## src/spa_pkg.sv

```systemverilog
// ----------------------------------------------------------------------------
// spa_pkg
// Shared types and constants of the slab page allocator.
// ----------------------------------------------------------------------------
package spa_pkg;

  localparam int SIZE_W      = 12;   // object size field
  localparam int FRAG_W      = 32;   // full-precision free space / waste
  localparam int SHIFT_MAX   = 11;   // largest effective page shift
  localparam int SHIFT_RESET = 2;

  localparam logic MODE_ALLOC = 1'b0;
  localparam logic MODE_FREE  = 1'b1;

  typedef enum logic [1:0] {
    ST_OK         = 2'd0,
    ST_NO_SPACE   = 2'd1,
    ST_TABLE_FULL = 2'd2,
    ST_BAD_RECORD = 2'd3
  } status_t;

endpackage

```

## src/spa_slab_mem.sv

```systemverilog
// ----------------------------------------------------------------------------
// spa_slab_mem
// Per-slab state: page map, used page count and fragmentation. One write
// port, one registered read port; entries never written read as zero.
// ----------------------------------------------------------------------------
module spa_slab_mem
  import spa_pkg::*;
#(
  parameter int DEPTH = 12,
  parameter int PW    = 16,
  parameter int UW    = 5,
  parameter int AW    = 4
) (
  input  logic              clk,
  input  logic              rst,
  input  logic [AW-1:0]     raddr,
  output logic [PW-1:0]     rd_map,
  output logic [UW-1:0]     rd_used,
  output logic [FRAG_W-1:0] rd_frag,
  input  logic              we,
  input  logic [AW-1:0]     waddr,
  input  logic [PW-1:0]     wr_map,
  input  logic [UW-1:0]     wr_used,
  input  logic [FRAG_W-1:0] wr_frag
);

  localparam int DW = PW + UW + FRAG_W;

  logic [DW-1:0]    mem [DEPTH];
  logic [DEPTH-1:0] vld;
  logic [DW-1:0]    rd_q;
  logic             rd_vld;

  always_ff @(posedge clk) begin
    if (we) begin
      mem[waddr] <= {wr_map, wr_used, wr_frag};
    end
    rd_q <= mem[raddr];
  end

  always_ff @(posedge clk) begin
    if (rst) begin
      vld    <= '0;
      rd_vld <= 1'b0;
    end else begin
      if (we) begin
        vld[waddr] <= 1'b1;
      end
      rd_vld <= vld[raddr];
    end
  end

  // unwritten slabs read as reset value
  assign {rd_map, rd_used, rd_frag} = rd_vld ? rd_q : '0;

endmodule

```

## src/spa_rec_mem.sv

```systemverilog
// ----------------------------------------------------------------------------
// spa_rec_mem
// Allocation record table: one write port, one registered read port.
// ----------------------------------------------------------------------------
module spa_rec_mem #(
  parameter int DEPTH = 16,
  parameter int DW    = 34,
  parameter int AW    = 4
) (
  input  logic          clk,
  input  logic [AW-1:0] raddr,
  output logic [DW-1:0] rdata,
  input  logic          we,
  input  logic [AW-1:0] waddr,
  input  logic [DW-1:0] wdata
);

  logic [DW-1:0] mem [DEPTH];

  always_ff @(posedge clk) begin
    if (we) begin
      mem[waddr] <= wdata;
    end
    rdata <= mem[raddr];
  end

endmodule

```

## src/slab_page_allocator.sv

```systemverilog
// ----------------------------------------------------------------------------
// slab_page_allocator
// Page-granular slab allocator: first-fit slab search, lowest-free-page
// selection, record table with compaction on free.
// ----------------------------------------------------------------------------
//  channel  | handshake              | payload
//  cfg      | cfg_valid / cfg_ready  | cfg_data (page_shift)
//  in       | in_valid / in_ready    | mode, cache_id, object_size, record_index
//  out      | out_valid / out_ready  | status ... records_held
//
//  Allocate: a check, a read and a test per slab tested, a page scan, a
//  write; the scan walks one page per cycle and each slab test is one slab
//  memory read. Free: check, record and slab reads, update, then a read and
//  a write per record moved down. Errors end at the check, or after the slab
//  tests when no slab fits. One item is in work at a time; a new item is
//  taken while the last result waits in the output register, and the next
//  result holds in S_DONE until that register is free.
//  Reset clears slab state through per-slab valid bits; no clearing pass.
// ----------------------------------------------------------------------------
module slab_page_allocator
  import spa_pkg::*;
#(
  parameter int NUM_CACHES      = 3,
  parameter int SLABS_PER_CACHE = 4,
  parameter int PAGES_PER_SLAB  = 16,
  parameter int RECORD_SLOTS    = 16
) (
  input  logic        clk,
  input  logic        rst,
  input  logic        cfg_valid,
  output logic        cfg_ready,
  input  logic [3:0]  cfg_data,
  input  logic        in_valid,
  output logic        in_ready,
  input  logic        mode,
  input  logic [1:0]  cache_id,
  input  logic [11:0] object_size,
  input  logic [3:0]  record_index,
  output logic        out_valid,
  input  logic        out_ready,
  output logic [1:0]  status,
  output logic [1:0]  slab_pos,
  output logic [3:0]  record_slot,
  output logic [15:0] page_mask,
  output logic [4:0]  page_count,
  output logic [15:0] slab_free_space,
  output logic [15:0] slab_waste,
  output logic [4:0]  records_held
);

  localparam int SLAB_TOTAL = NUM_CACHES * SLABS_PER_CACHE;
  localparam int SW     = (SLAB_TOTAL > 1) ? $clog2(SLAB_TOTAL) : 1;
  localparam int SIW    = (SLABS_PER_CACHE > 1) ? $clog2(SLABS_PER_CACHE) : 1;
  localparam int CAW    = (NUM_CACHES > 1) ? $clog2(NUM_CACHES) : 1;
  localparam int PW     = PAGES_PER_SLAB;
  localparam int PIW    = (PW > 1) ? $clog2(PW) : 1;
  localparam int UW     = $clog2(PW + 1);
  localparam int RIW    = (RECORD_SLOTS > 1) ? $clog2(RECORD_SLOTS) : 1;
  localparam int CW     = $clog2(RECORD_SLOTS + 1);
  localparam int NEED_W = SIZE_W + 1;
  localparam int REC_W  = SIW + CAW + SIZE_W + PW;

  typedef enum logic [3:0] {
    S_IDLE, S_A_CHK, S_A_RD, S_A_TEST, S_A_SCAN, S_A_WR,
    S_F_CHK, S_F_REC, S_F_RD, S_F_SLAB, S_F_UPD, S_F_MV_RD, S_F_MV_WR,
    S_DONE
  } state_t;

  state_t               state;
  logic [3:0]           page_shift;
  logic [3:0]           sh;
  logic [1:0]           op_cache;
  logic [SIZE_W-1:0]    op_size;
  logic [3:0]           op_idx;
  logic [SIW-1:0]       slab_i;
  logic [SW-1:0]        slab_addr;
  logic [PIW-1:0]       page_p;
  logic [UW-1:0]        taken;
  logic [NEED_W-1:0]    need;
  logic [PW-1:0]        sel_mask;
  logic [PW-1:0]        s_map;
  logic [UW-1:0]        s_used;
  logic [FRAG_W-1:0]    s_frag;
  logic [SIW-1:0]       rec_slab;
  logic [UW-1:0]        cnt;
  logic [FRAG_W-1:0]    waste;
  logic [CW-1:0]        mv_j;
  logic [CW-1:0]        record_total;
  logic [RIW-1:0]       rec_raddr;

  status_t              res_status;
  logic [SIW-1:0]       res_slab;
  logic [RIW-1:0]       res_slot;
  logic [PW-1:0]        res_mask;
  logic [UW-1:0]        res_cnt;
  logic [FRAG_W-1:0]    res_fs;
  logic [FRAG_W-1:0]    res_frag;

  // memory ports
  logic [PW-1:0]        sm_rd_map;
  logic [UW-1:0]        sm_rd_used;
  logic [FRAG_W-1:0]    sm_rd_frag;
  logic                 sm_we;
  logic [PW-1:0]        sm_wr_map;
  logic [UW-1:0]        sm_wr_used;
  logic [FRAG_W-1:0]    sm_wr_frag;
  logic [REC_W-1:0]     rm_rdata;
  logic                 rm_we;
  logic [RIW-1:0]       rm_waddr;
  logic [REC_W-1:0]     rm_wdata;

  // record fields
  logic [PW-1:0]        rd_mask;
  logic [SIZE_W-1:0]    rd_size;
  logic [CAW-1:0]       rd_cache;
  logic [SIW-1:0]       rd_slab;
  logic [UW-1:0]        rd_cnt;

  logic [FRAG_W-1:0]    test_fs;
  logic [UW-1:0]        a_used;
  logic [FRAG_W-1:0]    a_frag;
  logic [FRAG_W-1:0]    a_fs;
  logic [FRAG_W-1:0]    span;
  logic [UW-1:0]        f_used;
  logic [FRAG_W-1:0]    f_frag;
  logic [FRAG_W-1:0]    f_fs;

  assign sh        = (page_shift > 4'(SHIFT_MAX)) ? 4'(SHIFT_MAX) : page_shift;
  assign cfg_ready = 1'b1;
  assign in_ready  = (state == S_IDLE);

  assign {rd_slab, rd_cache, rd_size, rd_mask} = rm_rdata;

  always_comb begin
    rd_cnt = '0;
    for (int k = 0; k < PW; k++) begin
      rd_cnt = rd_cnt + UW'(rd_mask[k]);
    end
  end

  assign test_fs = (FRAG_W'(PW) - FRAG_W'(sm_rd_used)) << sh;
  assign a_used  = s_used + taken;
  assign a_frag  = s_frag + (FRAG_W'(taken) << sh) - FRAG_W'(op_size);
  assign a_fs    = (FRAG_W'(PW) - FRAG_W'(a_used)) << sh;
  assign span    = FRAG_W'(cnt) << sh;
  assign f_used  = (s_used > cnt) ? s_used - cnt : '0;
  assign f_frag  = (s_frag > waste) ? s_frag - waste : '0;
  assign f_fs    = (FRAG_W'(PW) - FRAG_W'(f_used)) << sh;

  always_comb begin
    sm_we      = 1'b0;
    sm_wr_map  = s_map | sel_mask;
    sm_wr_used = a_used;
    sm_wr_frag = a_frag;
    rm_we      = 1'b0;
    rm_waddr   = RIW'(record_total);
    rm_wdata   = {slab_i, CAW'(op_cache), op_size, sel_mask};
    case (state)
      S_A_WR: begin
        sm_we = 1'b1;
        rm_we = 1'b1;
      end
      S_F_UPD: begin
        sm_we      = 1'b1;
        sm_wr_map  = s_map & ~sel_mask;
        sm_wr_used = f_used;
        sm_wr_frag = f_frag;
      end
      S_F_MV_WR: begin
        rm_we    = 1'b1;
        rm_waddr = RIW'(mv_j - CW'(1));
        rm_wdata = rm_rdata;
      end
      default: ;
    endcase
  end

  spa_slab_mem #(
    .DEPTH (SLAB_TOTAL),
    .PW    (PW),
    .UW    (UW),
    .AW    (SW)
  ) u_slab_mem (
    .clk     (clk),
    .rst     (rst),
    .raddr   (slab_addr),
    .rd_map  (sm_rd_map),
    .rd_used (sm_rd_used),
    .rd_frag (sm_rd_frag),
    .we      (sm_we),
    .waddr   (slab_addr),
    .wr_map  (sm_wr_map),
    .wr_used (sm_wr_used),
    .wr_frag (sm_wr_frag)
  );

  spa_rec_mem #(
    .DEPTH (RECORD_SLOTS),
    .DW    (REC_W),
    .AW    (RIW)
  ) u_rec_mem (
    .clk   (clk),
    .raddr (rec_raddr),
    .rdata (rm_rdata),
    .we    (rm_we),
    .waddr (rm_waddr),
    .wdata (rm_wdata)
  );

  always_ff @(posedge clk) begin
    if (rst) begin
      state        <= S_IDLE;
      page_shift   <= 4'(SHIFT_RESET);
      record_total <= '0;
      out_valid    <= 1'b0;
    end else begin
      if (cfg_valid && cfg_ready) begin
        page_shift <= cfg_data;
      end
      // S_DONE reloads the output register itself
      if (out_valid && out_ready && state != S_DONE) begin
        out_valid <= 1'b0;
      end
      case (state)
        S_IDLE: begin
          if (in_valid) begin
            op_cache  <= cache_id;
            op_size   <= object_size;
            op_idx    <= record_index;
            rec_raddr <= RIW'(record_index);
            state     <= (mode == MODE_FREE) ? S_F_CHK : S_A_CHK;
          end
        end
        S_A_CHK: begin
          slab_i    <= '0;
          slab_addr <= SW'(32'(op_cache) * SLABS_PER_CACHE);
          if (32'(record_total) >= RECORD_SLOTS) begin
            res_status <= ST_TABLE_FULL;
            state      <= S_DONE;
          end else if (32'(op_cache) >= NUM_CACHES) begin
            res_status <= ST_NO_SPACE;
            state      <= S_DONE;
          end else begin
            state <= S_A_RD;
          end
        end
        S_A_RD: begin
          state <= S_A_TEST;
        end
        S_A_TEST: begin
          if (test_fs > FRAG_W'(op_size)) begin
            s_map    <= sm_rd_map;
            s_used   <= sm_rd_used;
            s_frag   <= sm_rd_frag;
            need     <= NEED_W'(op_size >> sh) + NEED_W'(1);
            page_p   <= '0;
            taken    <= '0;
            sel_mask <= '0;
            state    <= S_A_SCAN;
          end else if (slab_i == SIW'(SLABS_PER_CACHE - 1)) begin
            res_status <= ST_NO_SPACE;
            state      <= S_DONE;
          end else begin
            slab_i    <= slab_i + SIW'(1);
            slab_addr <= slab_addr + SW'(1);
            state     <= S_A_RD;
          end
        end
        S_A_SCAN: begin
          // take the lowest free pages until enough are held
          if (!s_map[page_p] && (NEED_W'(taken) < need)) begin
            sel_mask[page_p] <= 1'b1;
            taken            <= taken + UW'(1);
          end
          if (page_p == PIW'(PW - 1)) begin
            state <= S_A_WR;
          end else begin
            page_p <= page_p + PIW'(1);
          end
        end
        S_A_WR: begin
          res_status   <= ST_OK;
          res_slab     <= slab_i;
          res_slot     <= RIW'(record_total);
          res_mask     <= sel_mask;
          res_cnt      <= taken;
          res_fs       <= a_fs;
          res_frag     <= a_frag;
          record_total <= record_total + CW'(1);
          state        <= S_DONE;
        end
        S_F_CHK: begin
          if (32'(op_idx) >= 32'(record_total)) begin
            res_status <= ST_BAD_RECORD;
            state      <= S_DONE;
          end else begin
            state <= S_F_REC;
          end
        end
        S_F_REC: begin
          rec_slab  <= rd_slab;
          op_size   <= rd_size;
          sel_mask  <= rd_mask;
          cnt       <= rd_cnt;
          slab_addr <= SW'(32'(rd_cache) * SLABS_PER_CACHE + 32'(rd_slab));
          state     <= S_F_RD;
        end
        S_F_RD: begin
          state <= S_F_SLAB;
        end
        S_F_SLAB: begin
          s_map  <= sm_rd_map;
          s_used <= sm_rd_used;
          s_frag <= sm_rd_frag;
          waste  <= (span > FRAG_W'(op_size)) ? span - FRAG_W'(op_size)
                                              : FRAG_W'(op_size) - span;
          state  <= S_F_UPD;
        end
        S_F_UPD: begin
          res_status <= ST_OK;
          res_slab   <= rec_slab;
          res_slot   <= RIW'(op_idx);
          res_mask   <= sel_mask;
          res_cnt    <= cnt;
          res_fs     <= f_fs;
          res_frag   <= f_frag;
          mv_j       <= CW'(op_idx) + CW'(1);
          rec_raddr  <= RIW'(CW'(op_idx) + CW'(1));
          if ((CW'(op_idx) + CW'(1)) < record_total) begin
            state <= S_F_MV_RD;
          end else begin
            record_total <= record_total - CW'(1);
            state        <= S_DONE;
          end
        end
        S_F_MV_RD: begin
          state <= S_F_MV_WR;
        end
        S_F_MV_WR: begin
          // shift one record down a slot
          mv_j      <= mv_j + CW'(1);
          rec_raddr <= RIW'(mv_j + CW'(1));
          if ((mv_j + CW'(1)) < record_total) begin
            state <= S_F_MV_RD;
          end else begin
            record_total <= record_total - CW'(1);
            state        <= S_DONE;
          end
        end
        S_DONE: begin
          if (!out_valid || out_ready) begin
            out_valid    <= 1'b1;
            status       <= res_status;
            records_held <= 5'(record_total);
            if (res_status == ST_OK) begin
              slab_pos        <= 2'(res_slab);
              record_slot     <= 4'(res_slot);
              page_mask       <= 16'(res_mask);
              page_count      <= 5'(res_cnt);
              slab_free_space <= 16'(res_fs);
              slab_waste      <= 16'(res_frag);
            end else begin
              slab_pos        <= '0;
              record_slot     <= '0;
              page_mask       <= '0;
              page_count      <= '0;
              slab_free_space <= '0;
              slab_waste      <= '0;
            end
            state <= S_IDLE;
          end
        end
        default: state <= S_IDLE;
      endcase
    end
  end

  a_total_bound: assert property (@(posedge clk) disable iff (rst)
    32'(record_total) <= RECORD_SLOTS)
    else $error("record count beyond table size");

  a_accept_busy: assert property (@(posedge clk) disable iff (rst)
    (in_valid && in_ready) |=> (state != S_IDLE))
    else $error("accepted item did not start work");

  a_pages_found: assert property (@(posedge clk) disable iff (rst)
    (state == S_A_WR) |-> (NEED_W'(taken) == need))
    else $error("page scan found too few pages");

  a_free_nonempty: assert property (@(posedge clk) disable iff (rst)
    (state == S_F_UPD) |-> (record_total != '0))
    else $error("free with empty record table");

  a_done_emits: assert property (@(posedge clk) disable iff (rst)
    (state == S_DONE && (!out_valid || out_ready)) |=> (out_valid && state == S_IDLE))
    else $error("finished result not loaded");

endmodule

```

## config.mk

```make
export PLATFORM = sky130hd
export DESIGN_NAME = slab_page_allocator
export DESIGN_NICKNAME = d
export VERILOG_FILES = /design/src/spa_pkg.sv /design/src/spa_slab_mem.sv /design/src/spa_rec_mem.sv /design/src/slab_page_allocator.sv
export SDC_FILE = /design/constraint.sdc
export NUM_CORES = 2
export LEC_CHECK = 0
export BUFFER_PORTS_ARGS = -buffer_cell sky130_fd_sc_hd__buf_4
export CORE_ASPECT_RATIO = 0.8
export CORE_MARGIN = 4
export CORE_UTILIZATION = 45
export CTS_CLUSTER_SIZE = 28
export DETAILED_ROUTE_END_ITERATION = 8
export GPL_TIMING_DRIVEN = 0
export HOLD_SLACK_MARGIN = 0.05
export PLACE_DENSITY = 0.59
export RECOVER_POWER = 100
export SYNTH_ARGS = -nofsm -noshare
export SYNTH_HDL_FRONTEND = slang
export SYNTH_SLANG_ARGS = --single-unit
```

## constraint.sdc

```tcl
create_clock -name clk -period 7 [get_ports clk]
set_input_delay 0.7 -clock clk [delete_from_list [all_inputs] [get_ports clk]]
set_output_delay 0.7 -clock clk [all_outputs]
set_load 0.005 [all_outputs]
```

# Yosys cells after proc, flatten, opt, wreduce, memory -nomap -nowiden
# Memories as Yosys holds them, arrays and structs flattened. A register that Yosys moved wholly into a read port is not among the register bits.
# Index checks and enable logic that the tools add are counted.
# Widths: inputs -> output; s select.
[word_totals]
inputBits = 28
ram_bits = 1148
memories = 2
regBits = 317
[classes]
bitwise_logic = 6
n_lt_le_gt_ge = 15
muxes = 79
eq_ne = 29
shifts = 6
n_reduce_logical = 42
addsub = 36
[memory_table]
columns = ["memory", "words", "width", "rd", "rd_ports_with_merged_regs", "wr", "line_no", "text"]
rows = [
  ["u_slab_mem.mem", 12, 53, 1, 1, 1, "spa_slab_mem.sv:29", "logic [DW-1:0] mem [DEPTH];"],
  ["u_rec_mem.mem", 16, 32, 1, 1, 1, "spa_rec_mem.sv:18", "logic [DW-1:0] mem [DEPTH];"],
]
[ops]
columns = ["operator", "n"]
rows = [
  ["$mux 32", 5],
  ["$pmux 16 s2", 3],
  ["$gt 32x12->1", 2],
  ["$mux 16", 4],
  ["$pmux 32 s2", 1],
  ["$shl 32x4->16", 2],
  ["$shl 5x4->32", 2],
  ["$sub 32x12->32", 2],
  ["$mux 4", 15],
  ["$pmux 4 s14", 1],
  ["$add 5x1->5", 11],
  ["$mux 53", 1],
  ["$pmux 16 s3", 1],
  ["$pmux 5 s2", 4],
  ["$mux 5", 7],
  ["$add 32x32->32", 1],
  ["$gt 32x32->1", 1],
  ["$or 16x16->16", 2],
  ["$shl 32x4->32", 1],
  ["$sub 12x32->32", 1],
  ["$sub 32x32->32", 1],
  ["$eq 4x4->1 const B", 7],
  ["$ne 2x2->1 const B", 12],
  ["$pmux 12 s2", 1],
  ["59 further kinds", 125],
]

# Depth between registers and ports, before layout
[depth]
word_depth = 15
ltp_mapped = 23

# Modules after synthesis
# Synthesis repeated with hierarchy kept, for this count alone.
[hier_totals]
cells_unflattened = 4158
area_unflattened_um2 = 66716.5
[modules_own_cells]
columns = ["mod", "cells_per_inst", "n_inst", "area_per_inst_um2"]
rows = [
  ["spa_slab_mem", 1187, 1, 26021.2],
  ["slab_page_allocator", 2133, 1, 20860.0],
  ["spa_rec_mem", 838, 1, 19835.3],
]

# Worst setup path after synthesis
# No wires, ideal clock.
[synth_path]
kind = "register to register"
start = "reg page_shift[2]"
end = "mem u_slab_mem.mem[0][20] (netlist name) (data pin)"
path_stages_with_launch = 22
setup_time_ns = 0.273
path_buffers = 3
path_slack_ns = 2.138
arrival_time_ns = 4.589
required_time_ns = 6.727
period_less_slack_ns = 4.862
cell_sequence = "dfxtp_1 -> a21o_2 -> buf_6 -> buf_2 -> buf_1 -> a21oi_1 -> mux2i_1 -> nand2_1 -> o21ai_0 -> nand2_1 -> fa_1 -> inv_1 -> ha_1 -> a31o_2 -> or4_1 -> nor2_1 -> o21ai_1 -> a21oi_1 -> o21bai_1 -> a311oi_1 -> xor2_1 -> o22ai_1"
[synth_via]
elab_chain_len = 6
[synth_rtl]
columns = ["element", "line_no", "text"]
rows = [
  ["from (decl)", "slab_page_allocator.sv:70", "logic [3:0] page_shift;"],
  ["from (signal assigned)", "slab_page_allocator.sv:213", "page_shift <= 4'(SHIFT_RESET);"],
  ["from (signal assigned)", "slab_page_allocator.sv:218", "page_shift <= cfg_data;"],
  ["$gt 4x4->1", "slab_page_allocator.sv:128", "assign sh = (page_shift > 4'(SHIFT_MAX)) ? 4'(SHIFT_MAX) : page_shift;"],
  ["$mux 4 *", "slab_page_allocator.sv:128", ""],
  ["$shl 5x4->32 *", "slab_page_allocator.sv:143", "assign a_frag = s_frag + (FRAG_W'(taken) << sh) - FRAG_W'(op_size);"],
  ["$add 32x32->32 *", "slab_page_allocator.sv:143", ""],
  ["$sub 32x12->32 *", "slab_page_allocator.sv:143", ""],
  ["$mux 32 *", "slab_page_allocator.sv:158", "case (state)"],
  ["via sm_wr_frag[20]", "slab_page_allocator.sv:106", "logic [FRAG_W-1:0] sm_wr_frag;"],
  ["to (decl)", "spa_slab_mem.sv:29", ""],
]
# The timed path passes the listed nets; every way through them passes the cells marked *.

# Worst setup path in the final report
[layout_path]
start = "reg page_shift[3]"
end = "mem u_slab_mem.mem[4][19] (netlist name) (data pin)"
# Same word-level chain as after synthesis.

==> run_results.csv <==
group,metric,value,unit
outcome,status,"finished with violations",
outcome,violations,"max-capacitance violations, max-slew violations",
clocking,clkSinkCount,1550,
power_and_ir_drop,switching_share,0.304,
logic_synthesis,yosys.area.top_type_share,0.647,
final_layout,fin_area,75100,um2
setup_path,startpoint_type,"register",
setup_path,worstPathMaxFanout,12,
sta,slew_viol_final,1329,
clocking,htree_levels,4,
sta,setup_violations,0,
power_and_ir_drop,power.internal,18000,uW
power_and_ir_drop,finalPower,25900,uW
clocking,root_buffer,"clkbuf_16",
sta,finalHoldViolCount,0,
floorplanning,placeableCoreArea,147000,um2
power_and_ir_drop,power.density,345,nW/um2
route,drcViolationCount,0,
clocking,clk_latency,0.80,ns
logic_synthesis,netlist_instances,4138,
route,vias_per_cell,5.81,
logic_synthesis,syn_avg_cell_area,16.1,um2
global_routing,grt_max_degree,54,
setup_path,worstPathRequired,7.34,ns
placed_design,gp_congestion,0.943,
final_layout,nNetsFinal,4654,
power_and_ir_drop,power_frac_comb,0.228,
clocking,clock_path_buffers,3,
clocking,clk_pin_slew,0.07,ns
logic_synthesis,synth-seq-cells,1550,
route,ant_nets,0,
power_and_ir_drop,pwr-share-seq,0.455,
global_routing,overflow,0,
power_and_ir_drop,power_leakage,0.0257,uW
setup_path,critical_path_class,"reg -> reg",
logic_synthesis,netlist_area,66700,um2
route,wl_per_cell,27.9,um
clocking,cts_inserted_buffers,154,
sta,worst_slack,0.252,ns
logic_synthesis,yosysWarnings,0,
logic_synthesis,synthArstFlopShare,0,
sta,fin_crit_sh,0.964,
global_routing,grt_pass1_wl,264000,um
sta,max_slew_margin,-1.21,
global_routing,antenna_found_initial,10,
placed_design,io_buffers,94,
final_layout,layout-drive-gt1-share,0.150,
power_and_ir_drop,switchingPower,7890,uW
floorplanning,ios,97,
clocking,post_cts_buffers,0,
route,initialDrtViolationCount,4366,
logic_synthesis,ys_top_cells_by_area,"edfxtp_1, mux4_2, dfxtp_1, ha_1, nand2_1",
min_path,min-delay-path-class,"in -> reg",
sta,rsz0062_at_grt,"false",
route,drt_wl_total,183000,um
route,firstDrtPassIters,5,
logic_synthesis,synth-seq-area-share,0.681,
floorplanning,fp-row-count,126,
final_layout,area_growth,12.5,%
sta,worst_pin_slew,3.31,ns
floorplanning,die_area,154000,um2
global_routing,grt_pass1_vias,37200,
sta,finalClockSkew,0.0300,ns
power_and_ir_drop,vdd_drop_max,0.331,mV
final_layout,fillCellCount,12300,
route,num_vias,38100,
floorplanning,start_util,0.452,
logic_synthesis,synth_edf_count,1438,
sta,fin_crit,6.75,ns
power_and_ir_drop,power_frac_clock,0.317,
placed_design,place_ws,0.568,ns
floorplanning,die_w,438,um
logic_synthesis,synth_top_flop_cell,"edfxtp_1",
flow_run,cap_violations,71,
global_routing,grt_usage,0.235,
sta,fmaxAchievable,0.148,GHz
setup_path,arrival,7.09,ns
setup_path,endpoint_kind,"register",
logic_synthesis,synth_top_area_cell,"edfxtp_1",
final_layout,final_core_util,0.509,
clocking,cts_tree,"built",
floorplanning,fp.dieH,352,um
logic_synthesis,ys_types,88,
placed_design,post_dp_cell_area,71000,um2
placed_design,dp_hpwl,126000,um
state kept, by name (all words and copies together) (netlist names), 32 cells and up:
name	flops
u_rec_mem.rdata	32
u_slab_mem.rd_q	53
u_rec_mem.mem	512
s_frag	32
waste	32
u_slab_mem.mem	636
cell usage after synthesis (all sizes together), types with 5 or more instances:
cell / count
a211oi: 24
a21boi: 5
a21o: 63
a21oi: 168
a22o: 5
a22oi: 5
a31o: 6
a31oi: 20
a41oi: 11
and2: 127
and3: 18
and4: 6
buf: 60
clkbuf: 136
dfxtp: 112
edfxtp: 1438
fa: 28
ha: 158
inv: 201
mux2: 5
mux2i: 88
mux4: 331
nand2: 342
nand2b: 18
nand3: 44
nand4: 16
nor2: 201
nor2b: 17
nor3: 26
nor4: 5
o2111ai: 5
o211ai: 21
o21a: 21
o21ai: 173
o21bai: 11
o22ai: 36
o31a: 5
o31ai: 6
or2: 8
or3: 7
xnor2: 57
xor2: 50
cell families (layout without fill, tap and decap cells):
group,after synthesis,after routing,share of synthesized area
flops,1550,1550,0.681
simple gates,844,844,0.0583
compound gates,627,627,0.0595
mux,424,424,0.126
buf+inv,399,825,0.0231
fa+ha+maj,186,186,0.0380
xor+xnor,107,107,0.0141
other cells,1,7,0.0000562
routing by layer:
layer,vias to the layer above,GRT usage,wire length (um)
met3,235,0.0484,15300
met5,-,0,0
met4,0,0.0586,4090
met1,19800,0.363,83900
met2,1480,0.340,79300
li1,16600,-,-
worst max-delay path: stages, from the launching register on:
cell and delay, ns:
dfxtp_1 0.45, buf_4 0.26, clkbuf_1 0.49, clkbuf_1 0.36, clkbuf_1 0.51, o21ai_0 0.33
fa_1 0.50, ha_1 0.28, clkbuf_1 0.26, and4_1 0.29, and3_1 0.20, o2111ai_1 0.28
a21oi_1 0.26, a211o_1 0.18, a21o_1 0.13, a211oi_1 0.07, o32ai_1 1.42
per-stage QoR:
step                      std cells  hold WS [ns]  TNS (ns)
final                          6554         0.189         0
after global routing           6552         0.164         0
after CTS                      6551        0.0738         0
after detailed placement       6263         0.438         0
after global placement         6220         0.435   -106.41
after floorplan                4142         0.427         0
power by group through the flow:
stage,sequential [uW],clock (uW),combinational (uW)
after floorplan,11800,0,3730
after global placement,12000,0,5700
after detailed placement,12000,0,5900
after CTS,11800,8380,5930
after global routing,11800,8810,6410
final,11800,8230,5900
repair_timing:
item / in CTS / in global routing
hold endpoints to repair: 4 / 0
hold buffers: 4 / 0
resized for setup: 0 / 0
setup endpoints to repair: 0 / 0
final timing paths:
path,from,to,slack (ns),cells after the start
hold reg to reg,res_status[0]$_DFFE_PP_,status[0]$_DFFE_PP_,0.47,0
setup reg to reg,page_shift[3]$_SDFFE_PP0P_,u_slab_mem.mem[4][19]$_DFFE_PP_,0.25,16
hold / removal,object_size[3],op_size[3]$_DFFE_PP_,0.19,3
setup / recovery,page_shift[3]$_SDFFE_PP0P_,u_slab_mem.mem[4][19]$_DFFE_PP_,0.25,16
layout make-up:
class | count | area [um2] | area share
sequential | 1550 | 45400 | 0.605
multi-input combinational | 2193 | 19700 | 0.262
clock buffer | 193 | 4130 | 0.0550
tap | 1984 | 2480 | 0.0331
clock inverter | 91 | 912 | 0.0122
timing repair buffer | 142 | 876 | 0.0117
buffer | 196 | 763 | 0.0102
inverter | 203 | 762 | 0.0102
antenna | 2 | 5.00 | 0.0000667
placed cells by master (no fill, tap or decap), drive strengths merged, types with 7 or more instances in the layout:
cell / n
a41oi: 11
o22ai: 36
clkinvlp: 7
or3: 7
buf: 49
mux2i: 88
o21ai: 173
clkbuf: 478
or2: 8
nor2b: 17
o21a: 21
and3: 18
nand3: 44
a31oi: 20
fa: 28
mux4: 331
a211oi: 24
nand2: 342
edfxtp: 1438
ha: 158
nor3: 26
clkinv: 69
a21o: 63
dfxtp: 112
o211ai: 21
a21oi: 168
inv: 208
nand2b: 18
o21bai: 11
xor2: 50
and2: 127
xnor2: 57
nor2: 201
nand4: 16
bufinv: 10
(Power assumes the default switching activity.)
